File: src/rtl/core/bblru_pkg.sv
// Shared types and constants for the byte-budget LRU cache core.
// No dependencies; imported by every module of the block.
`default_nettype none
package bblru_pkg;

    localparam int TOTAL_W = 40;
    localparam logic [TOTAL_W-1:0] BUDGET_RESET = 40'd268435456;

    localparam logic [2:0] OP_LOOKUP    = 3'd0;
    localparam logic [2:0] OP_PEEK      = 3'd1;
    localparam logic [2:0] OP_INSERT    = 3'd2;
    localparam logic [2:0] OP_EVICT     = 3'd3;
    localparam logic [2:0] OP_CLEAR_ALL = 3'd4;
    localparam logic [2:0] OP_CLEAR_SES = 3'd5;
    localparam logic [2:0] OP_SET_PIN   = 3'd6;

    localparam logic [1:0] STAT_OK      = 2'd0;
    localparam logic [1:0] STAT_MISSING = 2'd1;
    localparam logic [1:0] STAT_REFUSED = 2'd2;

    typedef struct packed {
        logic [2:0]  operation;
        logic [63:0] key;
        logic [31:0] item_size;
        logic [31:0] session_tag;
        logic        pin_flag;
    } bblru_in_t;

    typedef struct packed {
        logic               hit;
        logic [3:0]         slot_index;
        logic [31:0]        found_size;
        logic [1:0]         status;
        logic [TOTAL_W-1:0] bytes_in_use;
        logic [4:0]         evicted_count;
        logic [4:0]         removed_count;
    } bblru_out_t;

    // read-out chain passed from cell to cell
    typedef struct packed {
        logic        match_seen;
        logic        free_seen;
        logic [31:0] rd_size;
    } link_t;

    // command broadcast to all cells; per-cell target select travels separately
    typedef struct packed {
        logic        load;
        logic        drop;
        logic        set_pin;
        logic        pin_val;
        logic        promote;
        logic [31:0] size;
        logic [31:0] session;
    } cell_cmd_t;

    typedef struct packed {
        logic valid;
        logic pinned;
        logic key_hit;
        logic sess_hit;
        logic match_first;
        logic free_first;
        logic at_walk;
    } cell_stat_t;

endpackage
`default_nettype wire

File: src/rtl/core/bblru_cell.sv
// One table slot: key, size, session, pin mark and LRU rank.
// Depends on bblru_pkg; chained by the top level through link_t.
`default_nettype none
module bblru_cell
    import bblru_pkg::*;
#(
    parameter int IW  = 4,
    parameter int KW  = 64,
    parameter int IDX = 0
) (
    input  wire logic          aclk,
    input  wire logic          aresetn,
    input  wire link_t         link_in,
    input  wire logic [IW-1:0] rank_in,
    input  wire cell_cmd_t     cmd,
    input  wire logic [KW-1:0] key_in,
    input  wire logic [IW-1:0] promo_rank,
    input  wire logic [IW-1:0] walk_rank,
    input  wire logic          sel_rd,
    input  wire logic          sel_wr,
    output link_t              link_out,
    output logic [IW-1:0]      rank_out,
    output cell_stat_t         stat
);

    logic          valid_reg;
    logic          pinned_reg;
    logic [IW-1:0] rank_reg;
    logic [KW-1:0] key_reg;
    logic [31:0]   size_reg;
    logic [31:0]   sess_reg;

    always_comb begin
        stat.valid       = valid_reg;
        stat.pinned      = pinned_reg;
        stat.key_hit     = valid_reg && (key_reg == key_in);
        stat.sess_hit    = valid_reg && (sess_reg == cmd.session);
        stat.match_first = stat.key_hit && !link_in.match_seen;
        stat.free_first  = !valid_reg && !link_in.free_seen;
        stat.at_walk     = (rank_reg == walk_rank);
        link_out.match_seen = link_in.match_seen | stat.key_hit;
        link_out.free_seen  = link_in.free_seen | !valid_reg;
        link_out.rd_size    = link_in.rd_size | (sel_rd ? size_reg : 32'd0);
        rank_out            = rank_in | (sel_rd ? rank_reg : '0);
    end

    always_ff @(posedge aclk) begin
        if (!aresetn) begin
            valid_reg  <= 1'b0;
            pinned_reg <= 1'b0;
            rank_reg   <= IW'(IDX);
        end else begin
            if (sel_wr && cmd.load) begin
                valid_reg  <= 1'b1;
                pinned_reg <= cmd.pin_val;
            end else if (sel_wr && cmd.drop) begin
                valid_reg  <= 1'b0;
                pinned_reg <= 1'b0;
            end else if (sel_wr && cmd.set_pin) begin
                pinned_reg <= cmd.pin_val;
            end
            if (cmd.promote) begin
                if (sel_wr) begin
                    rank_reg <= '0;
                end else if (rank_reg < promo_rank) begin
                    rank_reg <= rank_reg + 1'b1;
                end
            end
        end
    end

    always_ff @(posedge aclk) begin
        if (sel_wr && cmd.load) begin
            key_reg  <= key_in;
            size_reg <= cmd.size;
            sess_reg <= cmd.session;
        end
    end

endmodule
`default_nettype wire

File: src/rtl/core/byte_budget_lru_cache_core.sv
// Top level of the byte-budget LRU cache: sequencer plus a chain of slot cells.
// Depends on bblru_pkg and bblru_cell.
//
// Usage:
//   s_valid/s_ready/s_data carry one operation per transfer; m_valid/m_ready/m_data
//   return exactly one result per operation. cfg_wr_en/cfg_wr_data write the byte
//   budget in any cycle without handshake.
//   One operation is in flight at a time; s_ready is high only while the sequencer
//   is idle. The result sits in an output register, so the next operation is taken
//   while the previous result still waits.
//   Sequence of states per operation:
//     peek / lookup / set pin: find, then act on a hit; a miss goes to finish.
//     insert: find, then write (through act when the key is replaced), then the
//             eviction walk over ranks from the oldest; a full table first walks
//             the ranks for an unpinned victim before the write.
//     evict pass: the eviction walk, until the total fits or no rank is left.
//     clear all / clear session: a walk over every slot; session tag 0 skips it.
//   The rank and slot walks visit one cell per cycle.
//   Reset empties every slot, sets ranks to slot order, total to zero and the
//   budget to 256 MiB. A stalled receiver holds the result; the sequencer waits
//   in its final state until the output register is free.
`default_nettype none
module byte_budget_lru_cache_core
    import bblru_pkg::*;
#(
    parameter int ENTRIES  = 16,
    parameter int KEY_BITS = 64
) (
    input  wire logic               aclk,
    input  wire logic               aresetn,
    input  wire logic               s_valid,
    output logic                    s_ready,
    input  wire bblru_in_t          s_data,
    output logic                    m_valid,
    input  wire logic               m_ready,
    output bblru_out_t              m_data,
    input  wire logic               cfg_wr_en,
    input  wire logic [TOTAL_W-1:0] cfg_wr_data
);

    localparam int IW = $clog2(ENTRIES);

    localparam logic [2:0] S_IDLE   = 3'd0;
    localparam logic [2:0] S_FIND   = 3'd1;
    localparam logic [2:0] S_ACT    = 3'd2;
    localparam logic [2:0] S_FULLW  = 3'd3;
    localparam logic [2:0] S_WRITE  = 3'd4;
    localparam logic [2:0] S_EVICT  = 3'd5;
    localparam logic [2:0] S_CLR    = 3'd6;
    localparam logic [2:0] S_FINISH = 3'd7;

    logic [2:0]          state_reg, state_next;
    logic [2:0]          op_reg, op_next;
    logic [KEY_BITS-1:0] key_reg, key_next;
    logic [31:0]         size_reg, size_next;
    logic [31:0]         sess_reg, sess_next;
    logic                pin_reg, pin_next;
    logic [ENTRIES-1:0]  sel_reg, sel_next;
    logic [ENTRIES-1:0]  skip_reg, skip_next;
    logic [IW-1:0]       walk_reg, walk_next;
    logic [TOTAL_W-1:0]  total_reg, total_next;
    logic [TOTAL_W-1:0]  budget_reg;
    logic                hit_reg, hit_next;
    logic [3:0]          slot_reg, slot_next;
    logic [31:0]         fsize_reg, fsize_next;
    logic [1:0]          status_reg, status_next;
    logic [4:0]          evict_reg, evict_next;
    logic [4:0]          rem_reg, rem_next;
    logic                m_valid_reg, m_valid_next;
    bblru_out_t          m_data_reg, m_data_next;

    link_t              link [ENTRIES+1];
    logic [IW-1:0]      rank_ch [ENTRIES+1];
    cell_stat_t         stat [ENTRIES];
    cell_cmd_t          cmd;
    logic [ENTRIES-1:0] rd_sel, wr_sel;
    logic [ENTRIES-1:0] valid_v, pinned_v, sess_v, matchf_v, freef_v, atw_v;
    logic [IW-1:0]      promo_rank;
    logic [31:0]        rd_size;
    logic [IW-1:0]      rd_rank;
    logic [3:0]         sel_slot;
    logic [ENTRIES-1:0] evictable;

    assign link[0]    = '0;
    assign rank_ch[0] = '0;

    for (genvar i = 0; i < ENTRIES; i++) begin : g_cell
        bblru_cell #(
            .IW  (IW),
            .KW  (KEY_BITS),
            .IDX (i)
        ) u_cell (
            .aclk       (aclk),
            .aresetn    (aresetn),
            .link_in    (link[i]),
            .rank_in    (rank_ch[i]),
            .cmd        (cmd),
            .key_in     (key_reg),
            .promo_rank (promo_rank),
            .walk_rank  (walk_reg),
            .sel_rd     (rd_sel[i]),
            .sel_wr     (wr_sel[i]),
            .link_out   (link[i+1]),
            .rank_out   (rank_ch[i+1]),
            .stat       (stat[i])
        );
        assign valid_v[i]  = stat[i].valid;
        assign pinned_v[i] = stat[i].pinned;
        assign sess_v[i]   = stat[i].sess_hit;
        assign matchf_v[i] = stat[i].match_first;
        assign freef_v[i]  = stat[i].free_first;
        assign atw_v[i]    = stat[i].at_walk;
    end

    assign rd_size    = link[ENTRIES].rd_size;
    assign rd_rank    = rank_ch[ENTRIES];
    assign promo_rank = rd_rank;
    assign rd_sel     = (state_reg == S_FULLW || state_reg == S_EVICT) ? atw_v : sel_reg;
    assign evictable  = atw_v & valid_v & ~pinned_v;

    always_comb begin
        sel_slot = 4'd0;
        for (int i = 0; i < ENTRIES; i++) begin
            if (sel_reg[i]) begin
                sel_slot = sel_slot | 4'(i);
            end
        end
    end

    assign s_ready = (state_reg == S_IDLE);
    assign m_valid = m_valid_reg;
    assign m_data  = m_data_reg;

    always_comb begin
        state_next   = state_reg;
        op_next      = op_reg;
        key_next     = key_reg;
        size_next    = size_reg;
        sess_next    = sess_reg;
        pin_next     = pin_reg;
        sel_next     = sel_reg;
        skip_next    = skip_reg;
        walk_next    = walk_reg;
        total_next   = total_reg;
        hit_next     = hit_reg;
        slot_next    = slot_reg;
        fsize_next   = fsize_reg;
        status_next  = status_reg;
        evict_next   = evict_reg;
        rem_next     = rem_reg;
        m_valid_next = m_valid_reg && !m_ready;
        m_data_next  = m_data_reg;
        cmd          = '0;
        cmd.size     = size_reg;
        cmd.session  = sess_reg;
        cmd.pin_val  = pin_reg;
        wr_sel       = '0;

        case (state_reg)
            S_IDLE: begin
                if (s_valid) begin
                    op_next     = s_data.operation;
                    key_next    = s_data.key[KEY_BITS-1:0];
                    size_next   = s_data.item_size;
                    sess_next   = s_data.session_tag;
                    pin_next    = s_data.pin_flag;
                    hit_next    = 1'b0;
                    slot_next   = 4'd0;
                    fsize_next  = 32'd0;
                    status_next = STAT_OK;
                    evict_next  = 5'd0;
                    rem_next    = 5'd0;
                    skip_next   = '0;
                    state_next  = S_FIND;
                end
            end
            S_FIND: begin
                walk_next = IW'(ENTRIES - 1);
                case (op_reg)
                    OP_LOOKUP, OP_PEEK, OP_SET_PIN: begin
                        if (|matchf_v) begin
                            sel_next   = matchf_v;
                            hit_next   = 1'b1;
                            state_next = S_ACT;
                        end else begin
                            status_next = STAT_MISSING;
                            state_next  = S_FINISH;
                        end
                    end
                    OP_INSERT: begin
                        if (|matchf_v) begin
                            sel_next   = matchf_v;
                            state_next = S_ACT;
                        end else if (|freef_v) begin
                            sel_next   = freef_v;
                            state_next = S_WRITE;
                        end else begin
                            state_next = S_FULLW;
                        end
                    end
                    OP_EVICT: begin
                        state_next = S_EVICT;
                    end
                    OP_CLEAR_ALL: begin
                        sel_next   = ENTRIES'(1);
                        state_next = S_CLR;
                    end
                    OP_CLEAR_SES: begin
                        sel_next   = ENTRIES'(1);
                        state_next = (sess_reg == 32'd0) ? S_FINISH : S_CLR;
                    end
                    default: begin
                        state_next = S_FINISH;
                    end
                endcase
            end
            S_ACT: begin
                if (op_reg == OP_INSERT) begin
                    total_next = total_reg - {8'd0, rd_size};
                    state_next = S_WRITE;
                end else begin
                    fsize_next = rd_size;
                    slot_next  = sel_slot;
                    wr_sel     = sel_reg;
                    cmd.promote = (op_reg == OP_LOOKUP);
                    cmd.set_pin = (op_reg == OP_SET_PIN);
                    state_next = S_FINISH;
                end
            end
            S_FULLW: begin
                if (|evictable) begin
                    sel_next   = atw_v;
                    total_next = total_reg - {8'd0, rd_size};
                    evict_next = 5'd1;
                    state_next = S_WRITE;
                end else if (walk_reg == '0) begin
                    status_next = STAT_REFUSED;
                    state_next  = S_FINISH;
                end else begin
                    walk_next = walk_reg - 1'b1;
                end
            end
            S_WRITE: begin
                wr_sel      = sel_reg;
                cmd.load    = 1'b1;
                cmd.promote = 1'b1;
                total_next  = total_reg + {8'd0, size_reg};
                slot_next   = sel_slot;
                skip_next   = sel_reg;
                walk_next   = IW'(ENTRIES - 1);
                state_next  = S_EVICT;
            end
            S_EVICT: begin
                if (total_reg <= budget_reg) begin
                    state_next = S_FINISH;
                end else begin
                    if (|(evictable & ~skip_reg)) begin
                        wr_sel     = atw_v;
                        cmd.drop   = 1'b1;
                        total_next = total_reg - {8'd0, rd_size};
                        evict_next = evict_reg + 1'b1;
                    end
                    if (walk_reg == '0) begin
                        state_next = S_FINISH;
                    end else begin
                        walk_next = walk_reg - 1'b1;
                    end
                end
            end
            S_CLR: begin
                if (|(sel_reg & ((op_reg == OP_CLEAR_ALL) ? valid_v : sess_v))) begin
                    wr_sel     = sel_reg;
                    cmd.drop   = 1'b1;
                    total_next = total_reg - {8'd0, rd_size};
                    rem_next   = rem_reg + 1'b1;
                end
                if (sel_reg[ENTRIES-1]) begin
                    state_next = S_FINISH;
                end else begin
                    sel_next = sel_reg << 1;
                end
            end
            S_FINISH: begin
                if (!m_valid_reg || m_ready) begin
                    m_valid_next              = 1'b1;
                    m_data_next.hit           = hit_reg;
                    m_data_next.slot_index    = slot_reg;
                    m_data_next.found_size    = fsize_reg;
                    m_data_next.status        = status_reg;
                    m_data_next.bytes_in_use  = total_reg;
                    m_data_next.evicted_count = evict_reg;
                    m_data_next.removed_count = rem_reg;
                    state_next                = S_IDLE;
                end
            end
            default: begin
                state_next = S_IDLE;
            end
        endcase
    end

    always_ff @(posedge aclk) begin
        if (!aresetn) begin
            state_reg   <= S_IDLE;
            m_valid_reg <= 1'b0;
            total_reg   <= '0;
            budget_reg  <= BUDGET_RESET;
        end else begin
            state_reg   <= state_next;
            m_valid_reg <= m_valid_next;
            total_reg   <= total_next;
            if (cfg_wr_en) begin
                budget_reg <= cfg_wr_data;
            end
        end
    end

    always_ff @(posedge aclk) begin
        op_reg     <= op_next;
        key_reg    <= key_next;
        size_reg   <= size_next;
        sess_reg   <= sess_next;
        pin_reg    <= pin_next;
        sel_reg    <= sel_next;
        skip_reg   <= skip_next;
        walk_reg   <= walk_next;
        hit_reg    <= hit_next;
        slot_reg   <= slot_next;
        fsize_reg  <= fsize_next;
        status_reg <= status_next;
        evict_reg  <= evict_next;
        rem_reg    <= rem_next;
        m_data_reg <= m_data_next;
    end

endmodule
`default_nettype wire

File: config.mk
export PLATFORM = sky130hd
export DESIGN_NAME = byte_budget_lru_cache_core
export DESIGN_NICKNAME = d
export VERILOG_FILES = /design/src/rtl/core/bblru_pkg.sv /design/src/rtl/core/bblru_cell.sv /design/src/rtl/core/byte_budget_lru_cache_core.sv
export SDC_FILE = /design/constraint.sdc
export NUM_CORES = 2
export LEC_CHECK = 0
export BUFFER_PORTS_ARGS = -buffer_cell sky130_fd_sc_hd__buf_2
export CORE_UTILIZATION = 35
export CTS_CLUSTER_DIAMETER = 30
export DETAILED_ROUTE_END_ITERATION = 12
export HOLD_SLACK_MARGIN = 0.12
export SLEW_MARGIN = 20
export SYNTH_ARGS = -nofsm -noshare
export SYNTH_HDL_FRONTEND = slang
export SYNTH_SLANG_ARGS = --single-unit
File: constraint.sdc
create_clock -name aclk -period 11.2 [get_ports aclk]
set_input_delay 1.12 -clock aclk [delete_from_list [all_inputs] [get_ports aclk]]
set_output_delay 1.12 -clock aclk [all_outputs]
set_load 0.01 [all_outputs]
# --- Yosys cells after proc, flatten, opt, wreduce, memory -nomap -nowiden ---
# Cells that the tools add are included.
word_totals:
  ff_bits: 2534
  in_bits: 177
  output_inout_bits: 91
  elab_cells: 795
classes:
  add_sub_neg: 21
  n_lt_le_gt_ge: 17
  n_eq_ne: 79
  n_mux: 232
  n_bitwise: 64
  reduce_logical: 260
ops:
  columns: ["cell", "n"]
  rows:
  - ["equality test 64 bit", 16]
  - ["two-way mux 32 bit", 18]
  - ["equality test 32 bit", 16]
  - ["OR 32 bit", 15]
  - ["two-way mux 4 bit", 61]
  - ["two-way mux 40 bit", 5]
  - ["one-hot mux 40 bit (5 select lines)", 1]
  - ["two-way mux 16 bit", 12]
  - ["logical AND 1 bit", 111]
  - ["one-hot mux 16 bit (3 select lines)", 2]
  - ["two-way mux 1 bit", 94]
  - ["OR reduction 16 bit", 5]
  - ["nonzero test 2 bit", 36]
  - ["adder 4 x 1 -> 4 bit, second input constant", 16]
  - ["bitwise AND 16 bit", 4]
  - ["equality test 4 bit", 16]
  - ["< comparator 4 bit", 16]
  - ["one-hot mux 16 bit (4 select lines)", 1]
  - ["one-hot mux 32 bit (2 select lines)", 1]
  - ["nonzero test 3 bit", 21]
  - ["OR 4 bit", 15]
  - ["logical NOT 1 bit", 47]
  - ["adder 40 x 32 -> 40 bit", 1]
  - ["<= comparator 40 bit", 1]
  - ["36 further kinds", 142]

# --- Depth between registers and ports, before layout ---
depth:
  word_depth: 23
  mapped_depth: 31
  mapped_depth_nobuf: 26

# --- By module ---
# From an unflattened synthesis, not the netlist that was laid out.
hier_totals:
  cells_unflattened: 7582
  hier_area_um2: 110345.8
by_module_without_submodules:
  columns: ["module", "n_inst", "cells_per_inst", "area_each_um2", "seq_area_each_um2"]
  rows:
  - ["byte_budget_lru_cache_core", 1, 1580, 18625.4, 10870.4]
  - ["bblru_cell (g_cell[10].u_cell)", 1, 391, 5825.6, 3963.8]
  - ["bblru_cell (g_cell[2].u_cell)", 1, 386, 5804.3, 3963.8]
  - ["bblru_cell (g_cell[11].u_cell)", 1, 374, 5773.0, 3963.8]
  - ["bblru_cell (g_cell[3].u_cell)", 1, 380, 5769.3, 3963.8]
  - ["bblru_cell (g_cell[14].u_cell)", 1, 382, 5750.5, 3963.8]
  - ["bblru_cell (g_cell[7].u_cell)", 1, 384, 5750.5, 3963.8]
  - ["bblru_cell (g_cell[15].u_cell)", 1, 376, 5726.7, 3963.8]
  - ["bblru_cell (g_cell[1].u_cell)", 1, 376, 5724.2, 3963.8]
  - ["bblru_cell (g_cell[8].u_cell)", 1, 376, 5719.2, 3963.8]
  - ["bblru_cell (g_cell[12].u_cell)", 1, 376, 5714.2, 3963.8]
  - ["bblru_cell (g_cell[9].u_cell)", 1, 374, 5714.2, 3963.8]
  - ["bblru_cell (g_cell[6].u_cell)", 1, 373, 5705.5, 3963.8]
  - ["bblru_cell (g_cell[13].u_cell)", 1, 369, 5698.0, 3963.8]
  - ["3 more rows", null, null, null, null]

# --- Worst setup path before layout ---
# No wires, ideal clock.
synth_timing:
  path_kind: "register to register"
  startpoint: "reg state_reg[0]"
  endpoint: "reg g_cell[1].u_cell.key_reg[0] (enable)"
  setup_time_ps: 775
  arrival_time_ps: 9862
  required_ps: 10425
  slack_ps: 562
  path_stages_with_launch: 6
  path_buffers: 4
  period_less_slack_ps: 10638
  path_cell_list: "dfxtp_1 > clkbuf_1 > clkbuf_1 > clkbuf_1 > clkbuf_1 > nor3_1"
synth_via:
  elab_chain_len: 3
  elab_cells_between_ends: 7
  classes_between: "eq/ne (4); mux (2); reduce/logical (1)"
synth_lines:
  columns: ["item", "line", "source"]
  rows:
  - ["start: declaration", "byte_budget_lru_cache_core.sv:52", "logic [2:0] state_reg, state_next;"]
  - ["start signal: assignment", "byte_budget_lru_cache_core.sv:309", "state_reg <= state_next;"]
  - ["equality test 3 bit or equality test 3 x 2 -> 1 bit (tied branches)", "byte_budget_lru_cache_core.sv:159", "case (state_reg)"]
  - ["one-hot mux 16 bit (4 select lines) or two-way mux 1 bit (tied branches)", "byte_budget_lru_cache_core.sv:159", null]
  - ["logical AND 1 bit (*)", "bblru_cell.sv:73", "if (sel_wr && cmd.load) begin"]
  - ["end signal: assignment", "bblru_cell.sv:74", "key_reg <= key_in;"]
  - ["end: declaration", "bblru_cell.sv:29", "logic [KW-1:0] key_reg;"]
# Every way passes the cells marked *; elsewhere a longest branch is shown, timed or not.
# A chain may end at the register's enable or synchronous reset.

# --- Worst setup path in the final report ---
layout_timing:
  startpoint: "reg state_reg[2]"
  endpoint: "reg total_reg[38]"
layout_via:
  elab_chain_len: 23
  elab_cells_between_ends: 52
  classes_between: "add/sub (1); eq/ne (10); mux (23); bitwise (15); reduce/logical (3)"
layout_lines:
  columns: ["item", "line", "source"]
  rows:
  - ["equality test 3 x 2 -> 1 bit or equality test 3 bit (tied branches)", "byte_budget_lru_cache_core.sv:118, byte_budget_lru_cache_core.sv:159", null]
  - ["logical OR 1 bit", "byte_budget_lru_cache_core.sv:118", "assign rd_sel = (state_reg == S_FULLW || state_reg == S_EVICT) ? atw_v : sel_reg;"]
  - ["two-way mux 16 bit", "byte_budget_lru_cache_core.sv:118", null]
  - ["two-way mux 32 bit", "bblru_cell.sv:43", "link_out.rd_size = link_in.rd_size | (sel_rd ? size_reg : 32'd0);"]
  - ["OR 32 bit (15 in a row)", "bblru_cell.sv:43", null]
  - ["subtractor 40 x 32 -> 40 bit", null, null]
  - ["two-way mux 40 bit", "byte_budget_lru_cache_core.sv:257", "if (|(evictable & ~skip_reg)) begin"]
  - ["two-way mux 40 bit", "byte_budget_lru_cache_core.sv:254", "if (total_reg <= budget_reg) begin"]
  - ["one-hot mux 40 bit (5 select lines)", "byte_budget_lru_cache_core.sv:159", null]
  - ["end signal: assignment", "byte_budget_lru_cache_core.sv:311", "total_reg <= total_next;"]
  - ["end: declaration", "byte_budget_lru_cache_core.sv:61", "logic [TOTAL_W-1:0] total_reg, total_next;"]
# Parallel ways exist; a longest one is shown, timed or not. The select of a mux whose other input is x is not followed.

==> impl_summary.txt <==
----------------------------------------------------
[Worst setup path]
  Data arrival time of the worst path ... 9.71 ns
  Crit Reg-Reg Startpoint ... state_reg[2]$_SDFFE_PN0P_
  Data required time of the worst path ... 12.00 ns
  Startpoint type of the worst setup path ... flop
  Peak fanout along the critical path ... 41
  R2r worst-path depth ... 24
  Class of the most critical setup path ... flop to flop
  Slack of the worst reg-to-reg path ... 2.28 ns
  CP Capture Type ... flop
  End of the worst register-to-register path ... total_reg[38]$_SDFFE_PN0P_

[Worst hold path]
  Worst hold path endpoint ... key_reg[25]$_DFFE_PP_
  Hold path cells ... 1
  Hold_sp ... s_data[90]
  Class of the most critical hold timing path ... primary input to flop

[GRT]
  Global-route wire length before repair ... 524000 um
  Via count of the first global-routing pass ... 73100
  Number of antenna violations at the first check in global routing ... 24
  Global route total overflow ... 0
  Maximum number of pins on one net before global-route repair ... 129
  Total routing usage reported by global routing ... 22.7%

[Placed design]
  Number of buffers added on ports ... 267
  Cell area after placement ... 117000 um^2
  Final estimated routing congestion in global placement ... 0.971
  Worst slack at placement ... 2.35 ns
  DPL Wire Length ... 226000 um

[Logic synthesis]
  Proportion of synthesized chip area in sequential cells ... 67.4%
  Cell types with the largest area share after synthesis ... edfxtp_1, xnor2_1, xor2_1
  Post-synthesis cell type with the largest combined area ... edfxtp_1
  Area of the mapped netlist ... 110000 um^2
  Number of enable flip-flop cells after synthesis ... 2354
  Area fraction of the dominant cell type after synthesis ... 64.1%
  Share of flip-flops with an asynchronous set or reset after synthesis ... 0%
  Number of distinct library cell variants in the gate-level netlist after synthesis ... 95
  Count of mapped cells out of synthesis ... 7725
  Net count of the mapped netlist ... 8050
  Yosys reg bits ... 2534
  Warning count from the yosys run ... 0
  Average instance area after synthesis ... 14.3 um^2
  Dominant register cell in the synthesized netlist ... edfxtp_1

[Clocking]
  Clock tree from TritonCTS ... yes
  Max Root-Sink Buffers ... 4
  Clock root buffer master ... clkbuf_16
  Source-to-sink clock delay at the later pin of the worst-skew pair ... 1.02 ns
  Number of buffers inserted by hold repair at cts ... 0
  Resized cells post-CTS ... 0
  Deepest level of the CTS H-tree ... 6
  Number of buffers created by CTS ... 552
  Setup fix buffers added after clock tree synthesis ... 0
  Clk pin slew, worst setup/hold paths ... 0.05 ns
  TritonCTS Sinks ... 2534

[Final layout]
  Most common cell after layout, fill and taps aside ... edfxtp_1
  Most frequent cells in the layout ... edfxtp_1, xnor2_1, clkbuf_16, xor2_1, nand4_1
  Register area ... 74300 um^2
  Fin area ... 136000 um^2
  Layout cells sized above 1 ... 17.1%
  Flip-flop count of the largest register, all copies and words added ... 1024
  Number of nets in the layout ... 8744
  Area added between synthesis and finish ... 23.3%
  Footprint of the multi-input gates ... 33800 um^2
  Filler cell count in the final layout ... 27600

[Routing]
  WL per Instance ... 28.3 um
  Number of DRC markers after the initial detailed-route iteration ... 8846
  Detailed-routing iteration count for the pre-antenna-repair pass ... 9
  DRC violations left ... 0
  Routed Wire Length ... 369000 um
  Number of antenna-violating nets in the routed design ... 0
  Number of vias per cell ... 5.64
  Vias ... 73500

[Floorplanning]
  DIE WIDTH ... 563 um
  Area enclosed by the die boundary ... 317000 um^2
  Core area ... 313000 um^2
  Site Rows ... 205
  Starting Density ... 35.3%
  I/O Pins ... 268
  Y dimension of the die ... 563 um

[Power]
  Share of total power in combinational logic ... 20.7%
  Proportion of power drawn by the clock network ... 43.1%
  Part of the total power dissipated in sequential elements ... 36.2%
  Power dissipated by switching net loads ... 11.7 mW
  Sw frac ... 31.6%
  Internal power ... 25.3 mW
  Pwr per Cell Area ... 272 nW/um^2
  Lkg Pwr ... 46.0 nW
  Total Power Consumption ... 37.1 mW
  Worst vdd rail ir drop ... 178 uV

[Timing]
  Count of endpoints failing hold in the final timing report ... 0
  Worst Tran Pin Value ... 1.27 ns
  Worst clock skew ... 0.0789 ns
  Setup repair after global routing missed its margin ... false
  Setup violation total in the final timing report ... 0
  Slew headroom ... 14.8%
  Smallest hold slack ... 0.297 ns
  Worst-case setup margin in the final layout ... 2.28 ns
  Max Freq ... 0.112 GHz
  Final critical-path share of the clock period ... 79.6%
  Fin crit period ... 8.92 ns
  Sum of negative setup slack ... 0 ns
  Max Slew Vio Count ... 0

[Flow run]
  Number of maximum-capacitance violations ... 0

[Outcome]
  Outcome ... finished clean

----------------------------------------------------
[synth_stat cells, types with 47 or more instances]
master / n
a22o_1: 108
o22ai_1: 65
nor3_1: 75
a221oi_1: 91
a31oi_1: 47
xnor2_1: 919
edfxtp_1: 2354
dfxtp_1: 180
nor4_1: 217
inv_1: 163
nor2_1: 283
buf_1: 62
nand2b_1: 80
nand3_1: 169
o21ai_0: 141
buf_2: 53
a21oi_1: 217
clkbuf_1: 253
and3_1: 83
xor2_1: 536
nand2_1: 220
nor2b_1: 50
ha_1: 147
a22oi_1: 251
nand4_1: 319
mux2i_1: 52
[layer usage]
metal / track usage (%) / part of all wire [%]
met5: 0 / 0.0035
met3: 4.53 / 9.4
met4: 10.6 / 5.0
met1: 29.5 / 40
met2: 36.2 / 46
[worst max path at each step]
stage | slack, ns | endpoint | from | cells past startpoint
after floorplan | 0.56 | g_cell[1].u_cell.key_reg[0]$_DFFE_PP_ | state_reg[0]$_SDFFE_PN0P_ | 5
after global placement | 2.19 | total_reg[38]$_SDFFE_PN0P_ | state_reg[2]$_SDFFE_PN0P_ | 24
after CTS | 2.34 | total_reg[38]$_SDFFE_PN0P_ | state_reg[2]$_SDFFE_PN0P_ | 24
after global routing | 1.69 | total_reg[38]$_SDFFE_PN0P_ | state_reg[2]$_SDFFE_PN0P_ | 24
after detailed placement | 2.35 | total_reg[38]$_SDFFE_PN0P_ | state_reg[2]$_SDFFE_PN0P_ | 24
final | 2.28 | total_reg[38]$_SDFFE_PN0P_ | state_reg[2]$_SDFFE_PN0P_ | 24
[layout make-up]
cell class / instances / area share (%)
flip-flops and latches: 2534 / 54.6
clock buffers: 657 / 10.7
inverters: 172 / 0.482
multi-input cells: 4609 / 24.9
repair buffers: 550 / 2.57
clock inverters: 353 / 2.94
diodes: 11 / 0.0202
well taps: 4140 / 3.81
[kinds of logic (layout without fill, tap and decap cells)]
family,count (synthesis),count (layout),synth area share [%]
AO/OA/AOI/OAI,1284,1284,8.35
XOR/XNOR,1455,1455,11.6
adder cells (fa/ha/maj),148,148,1.69
buffers and inverters,582,1732,2.23
flip-flops,2534,2534,67.4
multiplexers,66,66,0.618
other,0,11,0
AND/OR/NAND/NOR,1656,1656,8.21
[per-stage QoR]
step | util [%] | instances
6_report | 43.5 | 13000
5_1_grt | 43.5 | 13000
4_1_cts | 43.5 | 13000
3_5_place_dp | 37.5 | 12000
3_3_place_gp | 37.5 | 12000
2_1_floorplan | - | 7725
[worst max-delay path, stage by stage (launching register included)]
cell and delay (ns):
dfxtp_1 0.77, nand2b_4 0.19, a21oi_4 0.79, buf_4 0.62, mux2_2 0.61, nand2_1 0.15, nand4_1 0.14, or4bb_1 0.57
nor4_2 0.81, and4b_1 0.62, nand2b_1 0.13, xnor2_1 0.14, o21ai_0 0.09, ha_1 0.40, nand4_1 0.15, nor2_1 0.17
nand3_1 0.09, o21ai_0 0.35, nor3_1 0.19, o311ai_0 0.75, o21ai_0 0.25, o21ai_0 0.30, and3_1 0.21, or2_2 0.10
o311ai_0 0.10
[power by group through the flow]
stage / Sequential, mW / Clock, mW / Combinational [mW]
3_5_place_dp: 13.6 / 0 / 7.54
4_1_cts: 13.4 / 16.1 / 7.58
6_report: 13.4 / 16.0 / 7.69
2_1_floorplan: 13.4 / 0 / 4.52
3_3_place_gp: 13.5 / 0 / 7.40
5_1_grt: 13.5 / 16.6 / 8.10
(Power assumes the default switching activity.)
